## src/rpse_pkg.sv

```systemverilog
// ----------------------------------------------------------------------------
// rpse_pkg
// Shared types and character codes for the reversed prefix stack evaluator.
// ----------------------------------------------------------------------------
package rpse_pkg;

  localparam logic [7:0] CH_ZERO  = 8'h30;
  localparam logic [7:0] CH_SPACE = 8'h20;
  localparam logic [7:0] CH_POW   = 8'h5E;
  localparam logic [7:0] CH_MOD   = 8'h25;
  localparam logic [7:0] CH_DIV   = 8'h2F;
  localparam logic [7:0] CH_MUL   = 8'h2A;
  localparam logic [7:0] CH_ADD   = 8'h2B;
  localparam logic [7:0] CH_SUB   = 8'h2D;

  localparam logic [1:0] ST_OK        = 2'd0;
  localparam logic [1:0] ST_OVERFLOW  = 2'd1;
  localparam logic [1:0] ST_UNDERFLOW = 2'd2;
  localparam logic [1:0] ST_DIVZERO   = 2'd3;

  typedef enum logic [1:0] {
    OP_DIV = 2'd0,
    OP_MOD = 2'd1,
    OP_POW = 2'd2
  } iter_op_t;

  typedef struct packed {
    logic       start;
    iter_op_t   op;
    logic [31:0] a;
    logic [31:0] b;
  } iter_req_t;

  typedef struct packed {
    logic        done;
    logic        busy;
    logic [31:0] result;
  } iter_rsp_t;

endpackage

```

## src/rpse_iter_unit.sv

```systemverilog
// ----------------------------------------------------------------------------
// rpse_iter_unit
// Shared iterative unit: signed division, modulo and power, one bit a cycle.
// ----------------------------------------------------------------------------
module rpse_iter_unit (
  input  logic               clk,
  input  logic               rst,
  input  rpse_pkg::iter_req_t req,
  output rpse_pkg::iter_rsp_t rsp
);
  import rpse_pkg::*;

  logic        busy;
  logic        done;
  logic [5:0]  count;
  iter_op_t    op;
  logic [31:0] rem;
  logic [31:0] quo;
  logic [31:0] divisor;
  logic        neg_q;
  logic        neg_r;
  logic [31:0] base;
  logic [31:0] acc;
  logic [31:0] expo;
  logic [31:0] result;

  logic [32:0] trial;
  logic [31:0] rem_shift;
  logic [31:0] mag_a;
  logic [31:0] mag_b;
  logic        finish;

  assign mag_a     = req.a[31] ? (32'd0 - req.a) : req.a;
  assign mag_b     = req.b[31] ? (32'd0 - req.b) : req.b;
  assign rem_shift = {rem[30:0], quo[31]};
  assign trial     = {1'b0, rem_shift} - {1'b0, divisor};
  assign finish    = busy && ((op == OP_POW) ? (expo == 32'd0 || count == 6'd32) :
                                               (count == 6'd32));

  always_ff @(posedge clk) begin
    if (rst) begin
      busy  <= 1'b0;
      done  <= 1'b0;
      count <= 6'd0;
    end else begin
      done <= finish;
      if (req.start) begin
        busy  <= 1'b1;
        count <= 6'd0;
      end else if (busy) begin
        if (finish) busy <= 1'b0;
        count <= count + 6'd1;
      end
    end
  end

  // datapath, no reset
  always_ff @(posedge clk) begin
    if (req.start) begin
      op      <= req.op;
      rem     <= 32'd0;
      quo     <= mag_a;
      divisor <= mag_b;
      neg_q   <= req.a[31] ^ req.b[31];
      neg_r   <= req.a[31];
      base    <= req.a;
      acc     <= (req.b[31] && req.op == OP_POW) ? 32'd0 : 32'd1;
      expo    <= req.b[31] ? 32'd0 : req.b;
    end else if (busy) begin
      if (op == OP_POW) begin
        if (expo != 32'd0) begin
          if (expo[0]) acc <= acc * base;
          base <= base * base;
          expo <= {1'b0, expo[31:1]};
        end
      end else if (count != 6'd32) begin
        if (!trial[32]) begin
          rem <= trial[31:0];
          quo <= {quo[30:0], 1'b1};
        end else begin
          rem <= rem_shift;
          quo <= {quo[30:0], 1'b0};
        end
      end
    end
  end

  always_comb begin
    case (op)
      OP_DIV:  result = neg_q ? (32'd0 - quo) : quo;
      OP_MOD:  result = neg_r ? (32'd0 - rem) : rem;
      default: result = acc;
    endcase
  end

  assign rsp.done   = done;
  assign rsp.busy   = busy;
  assign rsp.result = result;

endmodule

```

## config.mk

```make
export PLATFORM = sky130hd
export DESIGN_NAME = rpse_iter_unit
export DESIGN_NICKNAME = d
export VERILOG_FILES = /design/src/rpse_pkg.sv /design/src/rpse_iter_unit.sv
export SDC_FILE = /design/constraint.sdc
export NUM_CORES = 2
export LEC_CHECK = 0
export ABC_AREA = 1
export ABC_CLOCK_PERIOD_IN_PS = 11500
export CAP_MARGIN = 0
export CELL_PAD_IN_SITES_DETAIL_PLACEMENT = 1
export CELL_PAD_IN_SITES_GLOBAL_PLACEMENT = 1
export CORE_UTILIZATION = 55
export DETAILED_ROUTE_END_ITERATION = 6
export DONT_BUFFER_PORTS = 1
export PLACE_DENSITY_LB_ADDON = 0.1
export SYNTH_ARGS = -nofsm -noshare
export SYNTH_HDL_FRONTEND = slang
export SYNTH_SLANG_ARGS = --single-unit
```

## constraint.sdc

```tcl
create_clock -name clk -period 11.5 [get_ports clk]
set_input_delay 3.45 -clock clk [delete_from_list [all_inputs] [get_ports clk]]
set_output_delay 3.45 -clock clk [all_outputs]
set_load 0.1 [all_outputs]
```

Word-level counts from Yosys, hierarchy flattened
Index checks and enable logic that the tools add are counted.
{"block": "op_classes", "addsub": 6, "multipliers": 2, "eq_ne": 6, "mux": 30, "n_bitwise": 2, "reduce_logical": 16}
{"op": "$mux 32", "n": 21}
{"op": "$sub 1x32->32 const A", "n": 4}
{"op": "$mul 32x32->32", "n": 2}
{"op": "$pmux 32 s2", "n": 1}
{"op": "$mux 31", "n": 2}
{"op": "$sub 32x32->33", "n": 1}
{"op": "$logic_not 32->1", "n": 1}
{"op": "$reduce_bool 32->1", "n": 1}
{"op": "$reduce_bool 2->1", "n": 5}
{"op": "$reduce_and 3->1", "n": 3}
{"op": "$add 6x1->6 const B", "n": 1}
{"op": "$eq 6x6->1 const B", "n": 1}
{"op": "$mux 1", "n": 6}
{"op": "$ne 6x6->1 const B", "n": 1}
{"op": "$eq 2x2->1 const B", "n": 2}
{"op": "$reduce_and 4->1", "n": 1}
{"op": "$eq 2x1->1 const B", "n": 1}
{"op": "$logic_and 1x1->1", "n": 2}
{"op": "$logic_not 2->1", "n": 1}
{"op": "$ne 2x2->1 const B", "n": 1}
{"op": "$reduce_or 2->1", "n": 1}
{"op": "$logic_or 1x1->1", "n": 1}
{"op": "$not 1->1", "n": 1}
{"op": "$xor 1x1->1", "n": 1}
{"block": "word_totals", "regBits": 204, "inputBits": 69, "wordCells": 75}

Longest topological paths before layout
{"block": "depth", "ltp_word": 7, "ltp_mapped": 32}

Least setup slack after synthesis
OpenSTA, ideal clock, no wires.
{"block": "synth_timing", "kind": "reg-to-output", "start": "reg rem[0]", "end": "out rsp[15] (netlist name)", "arrival_time_ps": 4682, "path_slack_ps": 3368, "path_stages_with_launch": 10, "path_cell_list": "dfxtp_1 > inv_1 > nand3_2 > nor2_4 > nand3_2 > nor2_4 > nand3_4 > nor2_4 > nor3_1 > o311ai_0"}
{"item": "start: declaration", "line": "rpse_iter_unit.sv:17", "source": "logic [31:0] rem;"}
{"item": "start signal: assignment", "line": "rpse_iter_unit.sv:78", "source": "rem <= trial[31:0];"}
{"item": "start signal: assignment", "line": "rpse_iter_unit.sv:81", "source": "rem <= rem_shift;"}
{"item": "end: declaration", "line": "rpse_iter_unit.sv:9", "source": "output rpse_pkg::iter_rsp_t rsp"}

Final worst setup path
{"block": "layout_timing", "start": "reg base[8]", "end": "reg acc[31] (data pin)"}
{"block": "layout_via", "elab_chain_cells": 6}
{"item": "start: declaration", "line": "rpse_iter_unit.sv:22", "source": "logic [31:0] base;"}
{"item": "start signal: assignment", "line": "rpse_iter_unit.sv:66", "source": "base <= req.a;"}
{"item": "start signal: assignment", "line": "rpse_iter_unit.sv:73", "source": "base <= base * base;"}
{"item": "$mul 32x32->32", "line": "rpse_iter_unit.sv:72", "source": "if (expo[0]) acc <= acc * base;"}
{"item": "$mux 32", "line": "rpse_iter_unit.sv:72"}
{"item": "$mux 32", "line": "rpse_iter_unit.sv:71", "source": "if (expo != 32'd0) begin"}
{"item": "$mux 32", "line": "rpse_iter_unit.sv:70", "source": "if (op == OP_POW) begin"}
{"item": "$mux 32", "line": "rpse_iter_unit.sv:69", "source": "end else if (busy) begin"}
{"item": "$mux 32", "line": "rpse_iter_unit.sv:59", "source": "if (req.start) begin"}
{"item": "end signal: assignment", "line": "rpse_iter_unit.sv:67", "source": "acc <= (req.b[31] && req.op == OP_POW) ? 32'd0 : 32'd1;"}
{"item": "end signal: assignment", "line": "rpse_iter_unit.sv:72"}
{"item": "end: declaration", "line": "rpse_iter_unit.sv:23", "source": "logic [31:0] acc;"}
No other way between the ends. The select of a mux whose other input is x is not followed.
A chain may end at the register's enable or synchronous reset.

==> flow_metrics.py <==
metrics = {
    "status": {
        "status": "finished, final reports clean",
    },
    "timing": {
        "relSlewSlack_pct": 17.0,
        "finClkSkew_ns": 0.0381,
        "tightestPinTransition_ns": 1.24,
        "setup_viol": 0,
        "rsz0062_at_grt": "no",
        "period_needed_ns": 8.14,
        "hold_viol_final": 0,
        "hold_ws_ns": 0.500,
        "drv_slew": 0,
        "fmax_mhz": 123,
        "fin_tns_setup_ns": 0,
        "period_share_pct": 70.7,
    },
    "setup_path": {
        "cp.required_ns": 11.83,
        "cp-end-kind": "flip-flop",
        "cp_top_family": "adder cells",
        "startpoint_type": "flip-flop",
        "critPathArrivalTime_ns": 8.47,
        "path_buf_inv": 6,
        "critPathKind": "reg2reg",
        "cp_max_fo": 35,
        "max_stage_delay_ns": 0.82,
        "crit_chain": "buf_4 -> nand2_1 -> inv_1 -> fa_1 -> fa_1 -> inv_1 -> fa_1 -> inv_1 -> fa_1 -> fa_1 -> inv_1 -> fa_1 -> fa_1 -> fa_1 -> inv_1 -> ha_1 -> a21oi_1 -> o21ai_0 -> a21oi_1 -> o211ai_1 -> a21oi_1 -> nand3_1 -> nand2_1 -> nor2_1",
        "cpMaxStageDelayCell": "edfxtp_1",
        "cp_common_cell": "fa_1",
    },
    "route": {
        "wl_um": 152000,
        "num_vias": 38100,
        "avgRoutedWirePerCell_um": 22.8,
        "via_per_inst": 5.70,
        "drc": 0,
        "drtPass1Iterations": 5,
        "antenna_left": 0,
        "drtIter0Drc": 2138,
    },
    "synth": {
        "synth_cells": 5724,
        "yosysSeqAreaShare_pct": 12.9,
        "ys_warn_count": 0,
        "synth-edff-count": 163,
        "synth_area_leader_cell": "fa_1",
        "synth_top_area_share_pct": 35.1,
        "ys.flop_type": "edfxtp_1",
        "synthTopCellsByArea": "fa_1, inv_1, nand2_1",
        "synthesis.area_mm2": 0.0441,
        "synth_fp_nets": 6857,
        "ys_types": 66,
        "synth_seq_cells": 203,
        "synth_area_per_cell_um2": 7.71,
        "synthArstFlopShare_pct": 0,
    },
    "finish": {
        "nets": 6737,
        "syn_to_final_growth_pct": 5.03,
        "num-fill-cells": 9933,
        "drive_above_1_share_pct": 3.95,
        "final_area_mm2": 0.0463,
    },
    "clock_network": {
        "cts_hold_buffers": 0,
        "root_buffer": "clkbuf_16",
        "cts_max_level": 1,
        "clk_latency_ns": 0.60,
        "cts_sinks": 203,
        "ctsResizeCount": 0,
        "cts_setup_buffers": 0,
        "clk_pin_slew_worst_paths_ns": 0.07,
        "cts_buffers": 26,
        "cts_tree": "built",
        "clk_path_buf_depth": 3,
    },
    "place": {
        "finalWeightedCongestion": 0.924,
        "io_buffer_count": 0,
        "post-dp-hpwl_um": 121000,
        "postPlaceCellArea_mm2": 0.0454,
    },
    "floorplan": {
        "coreArea_mm2": 0.0791,
        "num_io_pins": 103,
        "die_x_um": 285,
        "initial_core_util_pct": 55.7,
        "num_rows": 103,
        "dieHeight_um": 285,
        "dieArea_mm2": 0.0813,
    },
    "global_route": {
        "grt_max_degree": 141,
        "grt_usage_pct": 38.2,
        "grt_pass1_wl_um": 239000,
        "antenna_found_initial": 1,
        "grt_pass1_vias": 43000,
        "grt.overflow.total": 0,
    },
    "job": {
        "cap_violations": 0,
    },
    "worst_hold_path": {
        "hold_path.class": "reg2reg",
    },
}
-- path summary, 6_finish.rpt --
| check | startpoint | endpoint | slack, ns | cells past startpoint |
|---|---|---|---|---|
| max reg2reg | base[8] | acc[31] | 3.36 | 24 |
| min reg2reg | busy | busy | 0.50 | 2 |
| max | base[8] | acc[31] | 3.36 | 24 |
| min | busy | busy | 0.50 | 2 |
-- cell families (layout without fill, tap and decap cells) --
kind of cell    count (synthesis)  count (layout)  synth area share, %
other cells                     0               2                    0
flops                         203             203                 12.9
compound gates                585             585                 7.62
simple gates                 1998            1998                 18.8
xor+xnor                      109             109                 2.16
mux                             2               2               0.0454
fa+ha+maj                    1064            1064                 43.3
buf+inv                      1763            1662                 15.1
-- cell usage after synthesis, types with 7 or more instances --
cell type	instances
inv_1	1516
nand2_1	1430
fa_1	773
ha_1	291
nor2_1	213
o21ai_0	202
nand3_1	184
a21oi_1	180
edfxtp_1	163
clkbuf_1	141
xor2_1	72
buf_1	51
o21ai_1	50
nor3_1	43
o211ai_1	41
dfxtp_1	40
xnor2_1	37
nand4_1	34
buf_2	30
o21bai_1	20
inv_2	17
nor4_1	17
a31oi_1	16
a21o_1	14
nand3b_1	13
nand2_2	10
or2_2	10
nor3_2	9
o21a_1	9
o31ai_1	9
nor2_2	8
nor2_4	8
nand3_2	7
-- worst min-delay path, stage by stage (launching register included) --
cell	delay [ns]
dfxtp_1	0.33
nand2_1	0.07
a21oi_1	0.06
-- sequential cells by signal, summed over array words and instances (netlist names) --
signal   count
acc         32
base        32
divisor     32
quo         32
rem         32
expo        31
count        6
op           2
busy         1
done         1
neg_q        1
neg_r        1
-- final cells by class --
class                   count  area (um^2)  area share [%]
flip-flops and latches    203         5700            12.3
repair buffers             81          828            1.79
diodes                      2         5.00          0.0108
inverters                1534         5760            12.4
clock buffers              31          689            1.49
clock inverters            16          221           0.478
well taps                1050         1310            2.84
multi-input cells        3758        31800            68.7
-- layer usage --
layer	GRT usage (%)	vias to the layer above	part of all wire (%)
li1	-	16800	-
met1	47.7	19400	39
met2	65.2	1413	48
met3	6.10	444	7.2
met4	17.1	0	5.2
met5	0	-	0
-- placed cells by master (no fill, tap or decap), types with 50 or more instances in the layout --
cell      count
inv_1      1515
a21oi_1     180
ha_1        291
buf_4        70
xor2_1       72
nand2_1    1430
fa_1        773
o21ai_1      50
nor2_1      212
o21ai_0     202
nand3_1     184
edfxtp_1    163
-- stage by stage --
stage	utilization, %	worst slack [ns]	std cells
after global routing	58.5	2.95	6673
after global placement	57.4	3.90	6626
final	58.5	3.36	6675
after detailed placement	57.4	3.51	6626
after floorplan	-	3.37	5724
after CTS	58.5	3.47	6673
Power is not shown: default switching activity piles up to over one toggle a cycle in this logic, so the estimate is an artifact.
